File: config.mk
export PLATFORM = sky130hd
export DESIGN_NAME = cfa_regs
export DESIGN_NICKNAME = d
export VERILOG_FILES = /design/src/rtl/core/cfa_pkg.sv /design/src/rtl/core/cfa_regs.sv
export SDC_FILE = /design/constraint.sdc
export NUM_CORES = 1
export LEC_CHECK = 0
export ABC_AREA = 1
export BUFFER_PORTS_ARGS = -buffer_cell sky130_fd_sc_hd__buf_2
export CORE_MARGIN = 8
export CORE_UTILIZATION = 25
export CTS_CLUSTER_DIAMETER = 40
export CTS_CLUSTER_SIZE = 30
export DETAILED_ROUTE_END_ITERATION = 6
export PLACE_DENSITY_LB_ADDON = 0.12
export RECOVER_POWER = 50
export SYNTH_ARGS = -nofsm -noshare
export SYNTH_HDL_FRONTEND = slang
export SYNTH_SLANG_ARGS = --single-unit
File: constraint.sdc
create_clock -name clock -period 2.27 [get_ports clock]
set_input_delay 0.227 -clock clock [delete_from_list [all_inputs] [get_ports clock]]
set_output_delay 0.227 -clock clock [all_outputs]
set_load 0.03 [all_outputs]
File: src/rtl/core/cfa_pkg.sv
`timescale 1ns / 1ps
// ----------------------------------------------------------------------------
// cfa_pkg: shared types and constants of the complementary angle filter
// Fixed-point formats, register indexes, reset values, controller commands
// and the 32-bit saturation helper.
// ----------------------------------------------------------------------------
package cfa_pkg;

   // number formats
   localparam int AXES   = 3;            // axes per transfer
   localparam int F      = 16;           // fraction bits
   localparam int AW     = 32;           // angle, rate and result width
   localparam int CW     = 17;           // coefficient width (A, B)
   localparam int DTW    = 16;           // sample period width
   localparam int TAUW   = 24;           // time constant width
   localparam int HALF   = 1 << (F - 1); // rounding offset

   // configuration port
   localparam int NREG   = 5;
   localparam int IDXW   = 3;
   localparam int CSRW   = 24;

   localparam logic [IDXW-1:0] REG_ORDER = IDXW'(0);
   localparam logic [IDXW-1:0] REG_COEF_A = IDXW'(1);
   localparam logic [IDXW-1:0] REG_COEF_B = IDXW'(2);
   localparam logic [IDXW-1:0] REG_PERIOD = IDXW'(3);
   localparam logic [IDXW-1:0] REG_TAU = IDXW'(4);

   localparam logic [CW-1:0]   RST_COEF_A = CW'(64225);
   localparam logic [CW-1:0]   RST_COEF_B = CW'(1311);
   localparam logic [DTW-1:0]  RST_PERIOD = DTW'(655);
   localparam logic [TAUW-1:0] RST_TAU = TAUW'(32768);

   // unity in Q1.F
   localparam logic [CW-1:0] ONE = CW'(1) << F;

   // derived datapath widths
   localparam int KW   = TAUW + 1;       // A^2 * tau, rounded
   localparam int KSW  = KW + 1;         // same, as signed operand
   localparam int DFW  = AW + 1;         // rate difference
   localparam int KPW  = KSW + DFW;      // tau term product
   localparam int TW   = KPW + 1;        // one product term
   localparam int SW   = TW + 2;         // full sum
   localparam int RW   = SW - F;         // sum after dropping fraction bits

   localparam logic signed [AW-1:0] MAX_WORD = {1'b0, {(AW-1){1'b1}}};
   localparam logic signed [AW-1:0] MIN_WORD = {1'b1, {(AW-1){1'b0}}};

   // configuration register file contents
   typedef struct packed {
      logic            order;
      logic [CW-1:0]   coef_a;
      logic [CW-1:0]   coef_b;
      logic [DTW-1:0]  period;
      logic [TAUW-1:0] tau;
   } cfg_type;

   // controller to datapath commands, one per step
   typedef struct packed {
      logic load;    // capture the input transfer
      logic coef;    // A^2, A*B, rate*dt
      logic term;    // products of history and coefficients
      logic part;    // partial sums, tau term
      logic commit;  // final sum, round, saturate, update history
   } cmd_type;

   // clamp a rounded sum to the signed result range
   function automatic logic signed [AW-1:0] sat_word(input logic signed [RW-1:0] x);
      logic [RW-AW:0] upper;
      upper = x[RW-1:AW-1];
      if (upper == '0 || upper == '1) begin
         return x[AW-1:0];
      end else if (x[RW-1]) begin
         return MIN_WORD;
      end else begin
         return MAX_WORD;
      end
   endfunction

endpackage

File: src/rtl/core/cfa_regs.sv
`timescale 1ns / 1ps
// ----------------------------------------------------------------------------
// cfa_regs: configuration registers
// Write-only register file; writes to unknown indexes are dropped and data is
// masked to each register's width.
// ----------------------------------------------------------------------------
module cfa_regs (
   input  logic                      clock,
   input  logic                      reset,
   input  logic                      csr_write,
   input  logic [cfa_pkg::IDXW-1:0]  csr_index,
   input  logic [cfa_pkg::CSRW-1:0]  csr_wdata,
   output cfa_pkg::cfg_type          cfg
);
   import cfa_pkg::*;

   cfg_type cfg_ff;
   cfg_type cfg_in;

   // decode one write
   always_comb begin
      cfg_in = cfg_ff;
      if (csr_write) begin
         unique case (csr_index)
            REG_ORDER:  cfg_in.order  = csr_wdata[0];
            REG_COEF_A: cfg_in.coef_a = csr_wdata[CW-1:0];
            REG_COEF_B: cfg_in.coef_b = csr_wdata[CW-1:0];
            REG_PERIOD: cfg_in.period = csr_wdata[DTW-1:0];
            REG_TAU:    cfg_in.tau    = csr_wdata[TAUW-1:0];
            default:    cfg_in = cfg_ff;
         endcase
      end
   end

   always_ff @(posedge clock) begin
      if (reset) begin
         cfg_ff.order  <= 1'b0;
         cfg_ff.coef_a <= RST_COEF_A;
         cfg_ff.coef_b <= RST_COEF_B;
         cfg_ff.period <= RST_PERIOD;
         cfg_ff.tau    <= RST_TAU;
      end else begin
         cfg_ff <= cfg_in;
      end
   end

   assign cfg = cfg_ff;

endmodule

## Yosys cells after proc, flatten, opt, wreduce, memory -nomap -nowiden

Index checks and enable logic that the tools add are counted.

- Memory bits (writable): 0
- Memories kept: 0
- Word-level logic and storage cells: 15
- Flip-flop bits (word level): 75
- Latch bits: 0
- Output and inout bits: 75
- Bits in read-only memories: 0
- Input port bits: 30

- Multiply operators: 0
- Bitwise logic cells: 0
- Shift operators: 0
- Equal/unequal tests: 4
- Add/sub/neg operators: 0
- Reduce and logical (&&, ||, !) cells: 6
- Div/mod/pow operators: 0
- $lt $le $gt $ge: 0
- Multiplexer cells: 0

Operator list:

| operator | count |
|---|---|
| AND reduction 2 bit | 5 |
| equality test 3 x 2 -> 1 bit (second input constant) | 2 |
| equality test 3 x 1 -> 1 bit (second input constant) | 1 |
| equality test 3 bit (second input constant) | 1 |
| logical NOT 3 bit | 1 |

## Longest topological paths before layout

Gate-level depths: netlist (run 1).

- Depth after elaboration: 2
- Gate-level depth with buffers: 6
- Gate-level depth less buffers: 5

## Worst setup path after synthesis (run 1)

No wires, ideal clock.

- Path type: input -> register
- From: input port reset
- To: register cfg_ff (netlist bit cfg[15])
- Arrival: 0.820 ns
- Data required time: 2.140 ns
- Buffers on the path: 2
- Path slack: 1.320 ns
- Library setup time: 0.130 ns
- Stages: 4
- Cells stage by stage: inv_1 -> buf_2 -> clkbuf_1 -> nand3_1

RTL lines:

| what | RTL line | source |
|---|---|---|
| from (decl) | cfa_regs.sv:9 | `input logic reset,` |
| to (signal assigned) | cfa_regs.sv:43 | `cfg_ff <= cfg_in;` |
| to (decl) | cfa_regs.sv:17 | `cfg_type cfg_ff;` |

No word-level cell between the ends.

## Worst setup path after layout (run 1)

- From: input port csr_index[1] (netlist bit)
- To: register cfg_ff (netlist bit cfg[69])

- Word-level cells in the longest chain between the ends: 2

RTL lines:

| what | RTL line | source |
|---|---|---|
| from (decl) | cfa_regs.sv:11 | `input logic [cfa_pkg::IDXW-1:0] csr_index,` |
| equality test 3 x 1 -> 1 bit | cfa_regs.sv:24 | `unique case (csr_index)` |
| AND reduction 2 bit (no line) | -- |  |

No other way between the ends.
A chain may end at the register's enable or synchronous reset.

==> flow_results.org, run 1 <==
** Status
- Run status :: complete, no violations

** Die
- Placeable core region :: 11800 um2
- During I/O placement, the number of pins put on the boundary was 105.
- The floorplan step set the die width to 125 um.
- Die ar. :: 15700 um2
- The initial utilization of the core area, before any placement, comes to 0.252.
- Overall die height :: 125 um
- FP Rows :: 40

** Clock network
- The H-tree was split into 3 levels.
- CTS tree :: built
- Total clock buffers created by CTS :: 9
- The later pin in the worst-skew pair is clocked with a latency of 0.34 ns.
- In this run the deepest clock path goes through 2 buffers.
- The number of hold buffers added after CTS was 0.
- After clock tree synthesis, the clock-pin slew on the worst setup and hold paths is 0.06 ns.
- In this run the clock root is driven by a clkbuf_16.
- Post-CTS setup repair buffer count :: 0
- Clock sink count :: 75
- Post-cts repair resize count :: 0

** Power
- The completed layout was analyzed and its total power is 3.09 mW.
- Peak ir drop on the vdd network :: 0.399 mV
- Leakage :: 1.77 nW
- Pwr dens :: 814 nW/um2

** Worst setup path
- Measured in cells, the most critical reg-to-reg path has a length of 2.
- At the worst endpoint, the required time is 2.55 ns.
- Kind of capture point of the worst setup path :: register
- Reg2Reg Setup Slack :: 1.62 ns
- List of cells traversed by the critical path :: clkbuf_1, inv_1, nand2_1, nor2_1, nand2_1, nand3_1
- Arrival time reported for the critical path endpoint :: 1.73 ns
- Cell class contributing the biggest share of worst-path delay :: simple AND/OR/NAND/NOR gates
- The critical path contains buffers and inverters numbering 2 combined.
- Among the stages of the critical path, the cell type that occurs most often is nand2_1.
- On the critical path, the stage with the largest delay is an instance of nor2_1.
- The worst register-to-register path begins at cfg[15].
- STA classifies the critical path startpoint as a primary input.
- Worst stage delay on the critical path :: 0.93 ns
- Of all nets on the critical path, the largest fanout is 17.
- Kind of critical path :: in -> reg
- The worst register-to-register path ends at cfg[15].

** Layout
- Post-layout nets :: 541
- Counting the fill cells in the layout gives 1353.
- Most frequent cells in the layout :: nand2_1, nor2_1, dfxtp_1, nand3_1, buf_2
- 0 antenna diodes ended up in the layout.
- Final std cells w/o fill :: 663
- Max reg flops :: 75
- With fillers left out, the area of the finished cells amounts to 3800 um2.
- The library cell used most frequently in the layout, excluding fill and tap cells, is nand2_1.
- In the final layout, the share of cells above drive strength 1 is 0.169.
- Area added between synthesis and finish :: 27.6%

** Logic synthesis
- The largest total area in the synthesized netlist belongs to dfxtp_1.
- In this run, synthesis produced a sequential element count of 75.
- Yosys top cell area share :: 0.504
- Post-Syn Area :: 2980 um2
- Largest cells by area after synthesis :: dfxtp_1, nand2_1, nor2_1
- Number of nets in the synthesized netlist :: 444
- During synthesis, Yosys emitted a total of 0 warnings.
- Averaged over all synthesized cells, the footprint is 7.19 um2.
- Counting every instance in the synthesized netlist gives 414.
- Seq/Total Area, Yosys :: 0.504
- The number of different library cells used by synthesis comes to 17.

** GRT
- Initial antenna violation count :: 0
- Vias in the first global route :: 2813
- met2 is the most crowded layer.
- In the global route stage, overall resource usage came out at 0.126.
- The first global-routing pass estimated 15400 um of wire.
- Global routing finished with a remaining overflow of 0.
- Entering global routing, the biggest net connects 52 pins.
- Met1 capacity usage during global routing :: 0.155
- Met3 track utilization from global routing :: 0.0629
- For met2 alone, demand over resource in global routing was 0.189.

** Worst hold path
- Worst Hold Launch :: csr_wdata[10]
- In this run the worst hold path is classified as in -> reg.
- Counting instances, the worst hold path has a depth of 3.
- The worst hold path terminates at cfg[50].

** Run
- Max_cap viols :: 0

** STA
- For this run, the top clock speed supported by timing is 690 MHz.
- In this run the tightest slew margin relative to its limit is 0.175.
- Setup violations remaining at the end of the flow were counted as 0.
- At the pin with the least slew margin, the transition time is 1.23 ns.
- For the final database, setup skew stands at 0 ns.
- Setup repair after global routing left no endpoint under its margin.
- Minimum clock period after layout :: 1.45 ns
- Number of pins with negative max-slew slack in the final report :: 0
- Setup total negative slack on the finished layout was measured at 0 ns.
- Final-report hold violation count :: 0
- Of the available clock period, the critical path in the final layout requires 0.638.

** Placed design
- Area after detailed placement :: 3600 um2
- After legalization and detailed placement, the total HPWL measured 7150 um.
- In this run, placement finished with an instance count of 647.
- Number of buffers inserted by port buffering :: 104
- Placer Congestion :: 0.738

** Routing
- The first routing iteration left 79 violations.
- Vias per std cell :: 4.33
- Remaining antenna violation count :: 0
- Number of search-and-repair iterations in the first detailed-routing pass :: 4
- Number of remaining DRC errors :: 0
- Summing over every cut layer, the via total after detailed routing is 2869.
- Mean routed wirelength per cell :: 14.7 um
- After detailed routing, the total wire length is 9760 um.
-- Yosys cell counts --
library cell	instances
nor2_2	3
buf_1	1
buf_6	2
dfxtp_1	75
nand3_1	68
nand2_2	3
nor2_4	4
inv_1	23
inv_2	1
buf_2	11
a21oi_1	1
o21ai_0	1
clkbuf_1	4
buf_4	4
nand3b_1	7
nor2_1	102
nand2_1	104
-- worst min-delay path, delay by kind of cell --
family | cells | cell delay [ns]
buf+inv | 1 | 0.09
simple gates | 2 | 0.10
-- final cells by class --
class	count	area [um2]	area share
clock buffer	14	264	0.0695
clock inverter	2	10.0	0.00264
inverter	24	90.1	0.0237
multi-input combinational	293	1240	0.327
sequential	75	1500	0.395
tap	147	184	0.0484
timing repair buffer	108	507	0.133
-- worst max path at each step --
stage,depth (start not counted),end,startpoint
final,6,cfg[69],csr_index[1]
after global routing,6,cfg[68],csr_index[1]
after CTS,1,cfg[8],cfg[8]
after detailed placement,6,cfg[0],csr_index[2]
after global placement,6,cfg[9],csr_index[2]
after floorplan,4,cfg[15],reset
-- power breakdown --
group	total [mW]	internal, mW	switching, mW
Clock	1.34	0.797	0.539
Sequential	1.39	1.36	0.0244
Combinational	0.368	0.101	0.267
-- logic make-up (layout without fill, tap and decap cells) --
kind of cell / Yosys count / count (layout) / synth area share
flops: 75 / 75 / 0.504
compound gates: 2 / 2 / 0.00336
buf+inv: 46 / 148 / 0.0727
simple gates: 291 / 291 / 0.420
-- through the flow --
stage / util / setup slack (ns) / hold WS, ns
5_1_grt: 0.322 / 0.644 / 0.0956
3_3_place_gp: 0.305 / 0.857 / 0.441
6_report: 0.322 / 0.821 / 0.105
3_5_place_dp: 0.305 / 0.832 / 0.443
2_1_floorplan: - / 1.32 / 0.340
4_1_cts: 0.328 / 1.09 / 0.0901
-- routing by layer --
metal  up-vias  share of wire
li1       1480              -
met1      1301           0.47
met2        80           0.44
met3         8          0.079
met4         0          0.010
met5         -              0
Note: power is estimated with default switching activity, not from simulation.
==> run 2: changes to the inputs <==
Clock period 2.27 ns to 1.4 ns, I/O delays scaled along.
==> run 2 against run 1 <==
- clock skew did not move
- global-route usage barely moved
- sequential power up 62%
- core utilization grew 1.2 points
- register-to-register slack lost 0.81 ns
- clock-buffer cell count is the same
- cell count rose by 0.75%
- die area unchanged
- flip-flop and latch count is the same
==> flow_results.org, run 2 (same netlist as run 1, synthesis figures left out) <==
** Routing
- The routed design has 9810 um of wire.
- After detailed routing, the average wire length per cell comes to 14.7 um.
- Number of search-and-repair iterations in the first detailed-routing pass :: 4
- Vias per std cell :: 4.24
- Detailed-route via count :: 2831
- After detailed routing, the number of remaining DRC violations is 0.
- Remaining antenna violation count :: 0
- Count of routing violations after the opening detailed-route iteration :: 98

** Clock network
- Post-CTS Hold Buffers :: 0
- Gates resized during post-CTS repair numbered 0.
- The number of clock buffers added by TritonCTS is 9.
- Clock sink count :: 75
- Clock-pin slew was measured on the worst setup and hold paths at 0.06 ns.
- Clock H-tree levels :: 3
- Post-CTS setup repair buffer count :: 0
- Worst-case clock buffer depth :: 2
- CTS tree :: built
- In this run the clock root is driven by a clkbuf_16.
- At the later pin of the worst-skew pair, clock insertion delay measures 0.32 ns.

** STA
- In the final timing run, aggregate negative setup slack is 0 ns.
- Max_slew headroom :: 0.662
- Final cycle utilization of the critical path :: 0.750
- The number of slew-limit violations in the final report is 0.
- Total of endpoints with negative setup slack in the final report :: 0
- For this run, the top clock speed supported by timing is 952 MHz.
- For the pin with the worst max-slew slack, the measured transition is 0.507 ns.
- RSZ-0062 raised after global routing :: no
- Post-route clock skew :: 0 ns
- Hold is met by 0.0336 ns.
- Counting I/O delays and the setup requirement, the final critical path takes 1.05 ns.
- Final-report hold violation count :: 0

** GRT
- Vias in the first global route :: 2950
- Entering global routing, the biggest net connects 76 pins.
- Total GRT Usage :: 0.126
- Total congestion overflow :: 0
- The first global-routing pass estimated 15700 um of wire.
- Initial antenna violation count :: 0

** Worst setup path
- Kind of critical path :: reg -> out
- For this run, the slowest stage of the critical path takes 0.36 ns.
- List of cells traversed by the critical path :: buf_2
- Together, buffers and inverters on the worst path number 1.
- Cell class contributing the biggest share of worst-path delay :: flip-flops
- Kind of capture point of the worst setup path :: output port
- Data on the critical path is required at its endpoint by 1.26 ns.
- Arrival time reported for the critical path endpoint :: 0.91 ns
- Highest net fanout along the worst path :: 2
- STA classifies the critical path startpoint as a register.
- On the critical path, the stage with the largest delay is an instance of dfxtp_1.

** Layout
- The register with the most flip-flops in the layout has 75 of them.
- In the final layout, the multi-input gates occupy 1250 um2.
- Sequential cell area in the final layout :: 1500 um2
- Counting the fill cells in the layout gives 1341.
- Ant diodes :: 0
- Leaving out fill and tap cells, the most frequent cell in the layout is nand2_1.
- Most frequent cells in the layout :: nand2_1, nor2_1, buf_2, dfxtp_1, nand3_1
- Area added between synthesis and finish :: 32.5%
- Post-layout nets :: 546
- Share of layout cells above drive strength 1 :: 0.253

** Worst hold path
- Tightest Hold Check Type :: in -> reg

** Run
- The tool flagged a number of max-cap violations equal to 0.

** Placed design
- At the end of routability-driven placement, the weighted congestion stood at 0.795.
- During placement, the flow inserted port buffers numbering 104.
- Once detailed placement completed, the half-perimeter wirelength came to 7180 um.

** Die
- Initial core utilization :: 0.252
- Die ar. :: 15700 um2
- Overall die height :: 125 um
- The die is 125 um wide.
- During I/O placement, the number of pins put on the boundary was 105.
- Placeable core region :: 11800 um2
- FP Rows :: 40

** Status
- Run status :: complete, no violations

** Power
- Peak ir drop on the vdd network :: 0.499 mV
- For this design the static power due to leakage is 1.95 nW.
- Power spread over the standard cell area amounts to 1280 nW/um2.
-- run 2: layer usage --
metal,GRT usage,part of all wire,vias up
met3,0.0395,0.071,12
met1,0.161,0.49,1252
met5,0,0,-
met4,0.0552,0.018,0
li1,-,-,1490
met2,0.191,0.42,77
-- run 2: layout make-up --
cell class	instances	area share
Clock buffer	14	0.0670
Clock inverter	2	0.00254
Inverter	24	0.0228
Multi-Input combinational cell	293	0.317
Sequential cell	75	0.381
Tap cell	147	0.0467
Timing Repair Buffer	113	0.163
-- run 2: through the flow --
stage	instances	setup WS, ns	util	instance area, um2	total power, mW
6_report	668	0.350	0.334	3940	5.03
5_1_grt	668	0.180	0.334	3940	5.26
4_1_cts	668	0.332	0.335	3960	5.12
3_5_place_dp	652	0.193	0.312	3680	2.94
3_3_place_gp	652	0.238	0.312	3680	2.94
2_1_floorplan	414	0.537	-	2980	2.70
-- run 2: report_power, final --
group	switching, mW	internal [mW]	leakage (nW)
clock	0.856	1.29	0.137
sequential	0.0386	2.21	0.611
combinational	0.440	0.190	1.20
total	1.33	3.69	1.95
-- run 2: worst paths after layout --
kind,start,endpoint,slack [ns],cells past startpoint
worst max-delay path,cfg[26],cfg[26],0.35,1
worst max register to register,cfg[74],cfg[74],0.81,2
worst min-delay path,csr_wdata[13],cfg[70],0.03,3
worst min register to register,cfg[25],cfg[25],0.46,2
-- run 2: worst reg2reg max path: stages (launching register included) --
cell and delay (ns):
dfxtp_1 0.32, a21oi_1 0.11, nor2_1 0.06
