==> config.mk <==
export PLATFORM = sky130hd
export DESIGN_NAME = cfa_ctrl
export DESIGN_NICKNAME = d
export VERILOG_FILES = /design/src/rtl/core/cfa_pkg.sv /design/src/rtl/core/cfa_ctrl.sv
export SDC_FILE = /design/constraint.sdc
export NUM_CORES = 1
export LEC_CHECK = 0
export BUFFER_PORTS_ARGS = -buffer_cell sky130_fd_sc_hd__buf_2
export CORE_AREA = 2 2 39 41
export DETAILED_ROUTE_END_ITERATION = 16
export DIE_AREA = 0 0 41 43
export GPL_TIMING_DRIVEN = 0
export PLACE_DENSITY = 0.41
export REMOVE_ABC_BUFFERS = 1
export SLEW_MARGIN = 40
export SYNTH_ARGS = -nofsm -noshare
export SYNTH_HDL_FRONTEND = slang
export SYNTH_SLANG_ARGS = --single-unit
export TNS_END_PERCENT = 1
==> constraint.sdc <==
create_clock -name clock -period 1.3 [get_ports clock]
set_input_delay 0.13 -clock clock [delete_from_list [all_inputs] [get_ports clock]]
set_output_delay 0.13 -clock clock [all_outputs]
set_load 0.03 [all_outputs]
==> src/rtl/core/cfa_pkg.sv <==
`timescale 1ns / 1ps
// ----------------------------------------------------------------------------
// cfa_pkg: shared types and constants of the complementary angle filter
// Fixed-point formats, register indexes, reset values, controller commands
// and the 32-bit saturation helper.
// ----------------------------------------------------------------------------
package cfa_pkg;

   // number formats
   localparam int AXES   = 3;            // axes per transfer
   localparam int F      = 16;           // fraction bits
   localparam int AW     = 32;           // angle, rate and result width
   localparam int CW     = 17;           // coefficient width (A, B)
   localparam int DTW    = 16;           // sample period width
   localparam int TAUW   = 24;           // time constant width
   localparam int HALF   = 1 << (F - 1); // rounding offset

   // configuration port
   localparam int NREG   = 5;
   localparam int IDXW   = 3;
   localparam int CSRW   = 24;

   localparam logic [IDXW-1:0] REG_ORDER = IDXW'(0);
   localparam logic [IDXW-1:0] REG_COEF_A = IDXW'(1);
   localparam logic [IDXW-1:0] REG_COEF_B = IDXW'(2);
   localparam logic [IDXW-1:0] REG_PERIOD = IDXW'(3);
   localparam logic [IDXW-1:0] REG_TAU = IDXW'(4);

   localparam logic [CW-1:0]   RST_COEF_A = CW'(64225);
   localparam logic [CW-1:0]   RST_COEF_B = CW'(1311);
   localparam logic [DTW-1:0]  RST_PERIOD = DTW'(655);
   localparam logic [TAUW-1:0] RST_TAU = TAUW'(32768);

   // unity in Q1.F
   localparam logic [CW-1:0] ONE = CW'(1) << F;

   // derived datapath widths
   localparam int KW   = TAUW + 1;       // A^2 * tau, rounded
   localparam int KSW  = KW + 1;         // same, as signed operand
   localparam int DFW  = AW + 1;         // rate difference
   localparam int KPW  = KSW + DFW;      // tau term product
   localparam int TW   = KPW + 1;        // one product term
   localparam int SW   = TW + 2;         // full sum
   localparam int RW   = SW - F;         // sum after dropping fraction bits

   localparam logic signed [AW-1:0] MAX_WORD = {1'b0, {(AW-1){1'b1}}};
   localparam logic signed [AW-1:0] MIN_WORD = {1'b1, {(AW-1){1'b0}}};

   // configuration register file contents
   typedef struct packed {
      logic            order;
      logic [CW-1:0]   coef_a;
      logic [CW-1:0]   coef_b;
      logic [DTW-1:0]  period;
      logic [TAUW-1:0] tau;
   } cfg_type;

   // controller to datapath commands, one per step
   typedef struct packed {
      logic load;    // capture the input transfer
      logic coef;    // A^2, A*B, rate*dt
      logic term;    // products of history and coefficients
      logic part;    // partial sums, tau term
      logic commit;  // final sum, round, saturate, update history
   } cmd_type;

   // clamp a rounded sum to the signed result range
   function automatic logic signed [AW-1:0] sat_word(input logic signed [RW-1:0] x);
      logic [RW-AW:0] upper;
      upper = x[RW-1:AW-1];
      if (upper == '0 || upper == '1) begin
         return x[AW-1:0];
      end else if (x[RW-1]) begin
         return MIN_WORD;
      end else begin
         return MAX_WORD;
      end
   endfunction

endpackage

==> src/rtl/core/cfa_ctrl.sv <==
`timescale 1ns / 1ps
// ----------------------------------------------------------------------------
// cfa_ctrl: step sequencer
// Walks each transfer through coefficient, product, partial-sum and commit
// steps and owns the result valid flag.
// ----------------------------------------------------------------------------
module cfa_ctrl (
   input  logic              clock,
   input  logic              reset,
   input  logic              req_valid,
   output logic              req_ready,
   output logic              rsp_valid,
   input  logic              rsp_ready,
   output cfa_pkg::cmd_type  cmd
);
   import cfa_pkg::*;

   localparam logic [2:0] ST_IDLE = 3'd0;
   localparam logic [2:0] ST_COEF = 3'd1;
   localparam logic [2:0] ST_TERM = 3'd2;
   localparam logic [2:0] ST_PART = 3'd3;
   localparam logic [2:0] ST_DONE = 3'd4;

   logic [2:0] state_ff;
   logic [2:0] state_in;
   logic       valid_ff;
   logic       valid_in;
   logic       out_free;

   // result register can take a new value
   assign out_free = !valid_ff || rsp_ready;

   always_comb begin
      state_in = state_ff;
      cmd      = '0;
      unique case (state_ff)
         ST_IDLE: begin
            if (req_valid) begin
               cmd.load = 1'b1;
               state_in = ST_COEF;
            end
         end
         ST_COEF: begin
            cmd.coef = 1'b1;
            state_in = ST_TERM;
         end
         ST_TERM: begin
            cmd.term = 1'b1;
            state_in = ST_PART;
         end
         ST_PART: begin
            cmd.part = 1'b1;
            state_in = ST_DONE;
         end
         ST_DONE: begin
            // hold until the result register is free
            if (out_free) begin
               cmd.commit = 1'b1;
               state_in   = ST_IDLE;
            end
         end
         default: state_in = ST_IDLE;
      endcase
   end

   // result valid: set on commit, cleared by a transfer
   always_comb begin
      valid_in = valid_ff;
      if (cmd.commit) begin
         valid_in = 1'b1;
      end else if (rsp_ready) begin
         valid_in = 1'b0;
      end
   end

   always_ff @(posedge clock) begin
      if (reset) begin
         state_ff <= ST_IDLE;
         valid_ff <= 1'b0;
      end else begin
         state_ff <= state_in;
         valid_ff <= valid_in;
      end
   end

   assign req_ready = (state_ff == ST_IDLE);
   assign rsp_valid = valid_ff;

endmodule

=== Yosys cells after proc, flatten, opt, wreduce, memory -nomap -nowiden ===
Cells that the tools add are included.

* Equal/unequal tests: 6
* Reductions and logical operators: 5
* Muxes and demuxes: 12

{| class="wikitable"
|+ Operator list
! cell !! number
|-
| 3-bit case mux with 5 select lines || 1
|-
| 1-bit two-way mux || 9
|-
| 3-bit by 2-bit == test with 1-bit output (second input constant) || 2
|-
| 3-bit two-way mux || 2
|-
| 2-bit inequality test (second input constant) || 2
|-
| 3-bit by 1-bit == test with 1-bit output (second input constant) || 1
|-
| 3-bit == test (second input constant) || 1
|-
| 3-bit logical NOT || 1
|-
| 2-bit AND reduction || 1
|-
| 2-bit nonzero test || 1
|-
| 1-bit logical NOT || 1
|-
| 1-bit logical OR || 1
|}

* Word-level logic and storage cells: 25
* Register bits: 4
* Output and inout bits: 7
* Input port bits: 4

=== Depth between registers and ports, before layout ===
Gate-level depths: netlist of run 1.

* Depth in word-level cells: 5
* Depth in mapped cells: 3
* Gate-level depth less buffers: 2

=== Worst setup path after synthesis of run 1 ===
Ideal clock, no wire load.

* Kind: flip-flop to output port
* Start point: register state_ff[0]
* End point: output port cmd[4] in the netlist's numbering
* Data required time: 1.170 ns
* Arrival time: 1.504 ns
* Cell stages (with the launch flop): 3
* Setup slack: -0.334 ns
* Path buffers: 0
* Path through: dfxtp_1 nor3_1 and2_1

{| class="wikitable"
|+ RTL lines
! what !! RTL line !! RTL
|-
| from (decl) || cfa_ctrl.sv:24 || <nowiki>logic [2:0] state_ff;</nowiki>
|-
| from (signal assigned) || cfa_ctrl.sv:81 || <nowiki>state_ff <= state_in;</nowiki>
|-
| to (decl) || cfa_ctrl.sv:14 || <nowiki>output cfa_pkg::cmd_type cmd</nowiki>
|}

==> results_dict.tcl, run 1 <==
set metrics [dict create \
    synth_compound_area_share_pct 8.48 \
    grt_max_degree 8 \
    core-area_um2 1380 \
    clk_latency_ns 0.23 \
    n_antenna_cell 0 \
    routabilityCongestion 0.612 \
    final_cell_mix "buf_4 (9), buf_2 (7), clkbuf_4 (3), dfxtp_4 (3), nor3b_1 (2)" \
    yosysTopAreaCell "dfxtp_1" \
    port_buffers 10 \
    drt_iter0_markers 1 \
    syn_area_um2 206 \
    die_w_um 41 \
    ys_seq_area_share_pct 38.8 \
    drtAntennaViolNets 0 \
    yosys.area.top_type_share_pct 38.8 \
    initial_utilization_pct 14.9 \
    hold_viol_final 0 \
    synth-edff-count 0 \
    ys_ff_latch 4 \
    die-area_um2 1760 \
    path_clk_slew_ns 0.04 \
    cts-root-buf "clkbuf_4" \
    synth-main-ff-cell "dfxtp_1" \
    p_leak_nw 0.165 \
    max-cap-violations 0 \
    h-tree-depth 1 \
    synth_fa_ha_area_share_pct 0 \
    min_path_type "input pin to flip-flop" \
    use_met2_pct 13.8 \
    met3_usage_pct 3.14 \
    reg2reg_to "state_ff[2]" \
    fin_tns_setup_ns -0.0814 \
    peakVddDrop_mv 0.210 \
    hold_depth 2 \
    grt_use_met1_pct 6.17 \
    via_count 213 \
    grt.total_usage_pct 8.16 \
    final_layout_size_suffix_gt1_share_pct 65.8 \
    setup_viol 1 \
    grt-busiest-layer "met2" \
    avgViaCountPerCell 3.94 \
    reg2reg_slack_ns 0.16 \
    avgSynthCellArea_um2 9.83 \
    synth-async-reset-ratio_pct 0 \
    timing.fmax_ghz 0.724 \
    yosys_warnings 0 \
    grt_pass1_vias 239 \
    post-place-ws_ns 0.0113 \
    cts_buffers 3 \
    power.density_nw_per_um2 1190 \
    cts_tree "built" \
    syn_to_final_growth_pct 73.9 \
    r2r-start "state_ff[1]" \
    endpoint_kind "output port" \
    synth_top_family_by_area "simple AND/OR/NAND/NOR gates" \
    rsz0062_at_grt "true" \
    drc 0 \
    dieHeight_um 43 \
    nNetsFinal 44 \
    rows 14 \
    period_needed_ns 1.38 \
    io_pins 11 \
    overflow 0 \
    period_share_pct 106 \
    cp.arrival_ns 1.25 \
    synthXorXnorAreaFrac_pct 4.24 \
    min_from "reset" \
    skew_ns 0.00275 \
    slew_viol_final 0 \
    grt_pass1_wl_um 897 \
    clock_path_buffers 2 \
    critPathRequiredTime_ns 1.17 \
    final_util_pct 25.9 \
    wl_um 516 \
    synth_cells 21 \
    crit_fanout 4 \
    failed_checks "negative setup slack" \
    relSlewSlack_pct 86.4 \
    wire_per_inst_um 9.56 \
    worst_pin_slew_ns 0.201 \
    synthMuxAreaShare_pct 0 \
    r2r_cells 3 \
    drt_pass1_iterations 2 \
    worstSetupPathType "flip-flop to output port" \
    start_kind "flip-flop" \
    antenna_found_initial 0 \
    worstHoldEndpoint "rsp_valid" \
    setup_slack_ns -0.0814 \
    synth_cell_types 15 \
    synth-simple-area-share_pct 41.2 \
    ys_top_cells_by_area "dfxtp_1 (39%), buf_4 (7.3%), nor3b_1 (7.3%)" \
    final_common_cell "buf_4" \
    cts_sinks 4 \
    status "complete, but fails checks" \
]
==> sequential cells by signal, summed over array words and instances, names as in the netlist <==
| name | count |
|---|---|
| state_ff | 3 |
| rsp_valid | 1 |
==> repair_timing <==
action,CTS,global route
gates cloned,0,0
setup buffers,6,0
endpoints found under the setup margin,2,3
hold buffers,0,0
pin swaps,1,0
gates resized for setup,9,2
==> how the worst max path moves through the flow <==
stage | start | endpoint | slack (ns)
floorplan | state_ff[0] | cmd[4] | -0.33
global placement | state_ff[2] | cmd[0] | 0.03
detailed placement | state_ff[2] | cmd[0] | 0.01
CTS | state_ff[2] | cmd[0] | -0.07
global route | state_ff[2] | cmd[0] | -0.13
finish | state_ff[0] | cmd[0] | -0.08
==> cell usage after synthesis (2+ instances only) <==
| cell type | n |
|---|---|
| dfxtp_1 | 4 |
| nor3_1 | 2 |
| buf_4 | 2 |
| nor3b_1 | 2 |
==> per-stage QoR <==
stage	power [mW]	std cells	hold slack, ns	area, um^2
2_1_floorplan	0.214	19	0.199	191
3_3_place_gp	0.242	45	0.360	262
3_5_place_dp	0.244	45	0.366	262
4_1_cts	0.425	54	0.128	350
5_1_grt	0.453	54	0.143	359
6_report	0.426	54	0.131	359
==> critical path: stages, from the launching register on <==
cell     delay [ns]
dfxtp_4        0.35
or3b_4         0.38
nor2b_1        0.13
buf_4          0.17
==> where the power goes <==
group	total, mW	internal (mW)	switching [mW]	leakage [nW]
clock	0.151	0.103	0.0476	0.0138
sequential	0.139	0.131	0.00726	0.0348
combinational	0.136	0.0586	0.0776	0.116
==> layer usage <==
| metal | vias to the layer above | routed length [um] |
|---|---|---|
| li1 | 110 | - |
| met2 | 2 | 368 |
| met5 | - | 0 |
| met4 | 0 | 0 |
| met3 | 0 | 4 |
| met1 | 101 | 143 |
==> cell families after synthesis <==
family / after synthesis
compound gates: 2
xor+xnor: 1
buf+inv: 2
flops: 4
simple gates: 12
==> area by class of cell <==
type	count	area (um^2)
fillers	152	1020
multi-input cells	15	123
repair buffers	16	103
flip-flops and latches	4	91.3
clock buffers	3	22.5
well taps	16	20.0
Power figures use the tool's default switching activity.
==> run 2, diff against run 1 <==
--- a/config.mk
+++ b/config.mk
@@ -5,12 +5,14 @@
 export SDC_FILE = /design/constraint.sdc
 export NUM_CORES = 1
 export LEC_CHECK = 0
+export ABC_AREA = 1
 export BUFFER_PORTS_ARGS = -buffer_cell sky130_fd_sc_hd__buf_2
 export CORE_AREA = 2 2 39 41
 export DETAILED_ROUTE_END_ITERATION = 16
 export DIE_AREA = 0 0 41 43
 export GPL_TIMING_DRIVEN = 0
 export PLACE_DENSITY = 0.41
+export RECOVER_POWER = 100
 export REMOVE_ABC_BUFFERS = 1
 export SLEW_MARGIN = 40
 export SYNTH_ARGS = -nofsm -noshare
==> run 2 against run 1 <==
Net effect:
- largest cell class is now flip-flops and latches
- utilization is 5.0 points lower
- clock skew hardly changed
- clock power hardly changed
- largest power group unchanged
- wire length shrank 15%
- sequential share of layout area is 2.2 points higher
- cell count increased by 9.3%
- global-route usage fell by 1.4 points
- count of clock-buffer cells in the layout unchanged
- synthesized cell count grew 52%
- register-to-register slack improved by 0.35 ns
- die area is the same
- critical path type unchanged
- flip-flop and latch count stayed put
- the flow now finishes without violations
==> results_dict.tcl, run 2 <==
set metrics [dict create \
    status "complete, no violations" \
    min_from "reset" \
    port_buffers 10 \
    yosysTopAreaCell "dfxtp_1" \
    cts_buffers 3 \
    die-area_um2 1760 \
    endpoint_kind "output port" \
    power.density_nw_per_um2 1280 \
    cp.arrival_ns 1.05 \
    path_clk_slew_ns 0.04 \
    relSlewSlack_pct 75.8 \
    hold_depth 2 \
    top_register "state_ff" \
    dieHeight_um 43 \
    synth-simple-area-share_pct 23.9 \
    fin_tns_setup_ns 0 \
    p_leak_nw 0.157 \
    whs_ns 0.122 \
    ctsHoldBuffers 0 \
    slew_viol_final 0 \
    worstSetupPathType "flip-flop to output port" \
    cts_tree "built" \
    r2r-start "rsp_valid" \
    crit_fanout 5 \
    yosysMostFrequentCell "inv_1" \
    syn_to_final_growth_pct 42.3 \
    path_cells "nor2_2, nand2_1, nor2_1, clkbuf_4" \
    setup_slack_ns 0.117 \
    peakVddDrop_mv 0.303 \
    drtAntennaViolNets 0 \
    finalPower_mw 0.371 \
    ys_seq_area_share_pct 39.3 \
    setup_viol 0 \
    worstSetupStartpoint "state_ff[0]" \
    overflow 0 \
    synth_cell_types 8 \
    via_count 217 \
    post-place-ws_ns 0.343 \
    drt_iter0_markers 1 \
    cpMaxStageDelayCell "dfxtp_1" \
    cts_sinks 4 \
    h-tree-depth 1 \
    routabilityCongestion 0.725 \
    final_common_cell "inv_1" \
    core-area_um2 1380 \
    grt-busiest-layer "met4" \
    start_kind "flip-flop" \
    syn_area_um2 204 \
    synth_compound_area_share_pct 11.0 \
    die_w_um 41 \
    clock_path_buffers 2 \
    grt_max_degree 6 \
    critPathRequiredTime_ns 1.17 \
    largest_register_ffs 3 \
    nNetsFinal 49 \
    synth_top_family_by_area "buffers and inverters" \
    grt_pass1_wl_um 710 \
    hold_viol_final 0 \
    period_needed_ns 1.18 \
    n_antenna_cell 0 \
    synth-async-reset-ratio_pct 0 \
    worst-path-stages 4 \
    timing.fmax_ghz 0.845 \
    min_path_type "input pin to flip-flop" \
    met3_usage_pct 3.14 \
    ys_ff_latch 4 \
    r2r_cells 4 \
    path_delay_family "flip-flops" \
    io_pins 11 \
    max_stage_delay_ns 0.35 \
    synth-edff-count 0 \
    synthXorXnorAreaFrac_pct 0 \
    drc 0 \
    timing.critical_path.buf_inv 1 \
    yosys.area.top_type_share_pct 39.3 \
    rsz0062_at_grt "false" \
    synth-main-ff-cell "dfxtp_1" \
    max-cap-violations 0 \
    antenna_found_initial 0 \
    initial_utilization_pct 14.7 \
    drt_pass1_iterations 3 \
    use_met2_pct 7.19 \
    num-fill-cells 163 \
    yosys_warnings 0 \
    grt.total_usage_pct 6.72 \
    grt_pass1_vias 169 \
    wl_um 440 \
    synth_common_cells "inv_1 (10), nor2_1 (6), dfxtp_1 (4)" \
    clk_latency_ns 0.23 \
    avgSynthCellArea_um2 6.37 \
    skew_ns 0.00275 \
    period_share_pct 91.0 \
    final_cell_mix "inv_1 (10), clkbuf_4 (5), nor2_1 (4), clkbuf_2 (4), dfxtp_1 (4)" \
    grt_use_met1_pct 7.37 \
    worst_pin_slew_ns 0.364 \
    post_cts_buffers 0 \
    synth_fa_ha_area_share_pct 0 \
    cts-root-buf "clkbuf_4" \
    ys_top_cells_by_area "dfxtp_1 (39%), inv_1 (18%), nor2_1 (11%)" \
    synth_cells 32 \
    wire_per_inst_um 7.46 \
    avgViaCountPerCell 3.68 \
    rows 14 \
    synthMuxAreaShare_pct 0 \
    final_layout_size_suffix_gt1_share_pct 32.6 \
]
## run 2: worst paths after layout
kind	end	slack, ns
worst min register to register	state_ff[2]	0.53
worst max register to register	state_ff[2]	0.51
worst max-delay path	cmd[4]	0.12
worst min-delay path	state_ff[1]	0.12
## run 2: where the power goes
part	internal (mW)	total [mW]	switching (mW)
Combinational	0.0271	0.0821	0.0550
Clock	0.103	0.150	0.0468
Sequential	0.130	0.139	0.00907
Total	0.260	0.371	0.111
## run 2: logic make-up (layout without fill, tap and decap cells)
kind of cell | Yosys count | after routing
AOI/OAI and AO/OA | 4 | 4
buffers and inverters | 12 | 23
DFF | 4 | 4
and+or+nand+nor | 12 | 12
## run 2: worst reg2reg max path: stages (launching register included)
cell     delay, ns
dfxtp_1       0.31
inv_1         0.04
nor2_1        0.16
nand3_1       0.09
a21oi_1       0.12
## run 2: stage by stage
| step | utilization, % | instances | cell area [um^2] |
|---|---|---|---|
| 3_3_place_gp | 18.7 | 56 | 259 |
| 2_1_floorplan | - | 30 | 189 |
| 6_report | 21.0 | 59 | 290 |
| 3_5_place_dp | 18.7 | 56 | 259 |
| 5_1_grt | 21.0 | 59 | 290 |
| 4_1_cts | 20.3 | 59 | 282 |
## run 2: per-layer routing
metal | wire length, um | share of wire (%)
met5 | 0 | 0
met4 | 9 | 2.0
met3 | 64 | 15
met2 | 159 | 36
met1 | 206 | 47
## run 2: repair_timing
item                                   in CTS  in global routing
endpoints found under the hold margin       0                  0
setup endpoints to repair                   0                  1
gates resized for setup                     0                  4
## run 2: cell type report
cell class	instances	area (um^2)	area share (%)
inverter	10	37.5	12.9
tap	16	20.0	6.90
timing repair buffer	10	53.8	18.5
multi-input combinational	16	76.3	26.3
clock buffer	3	22.5	7.76
sequential	4	80.1	27.6
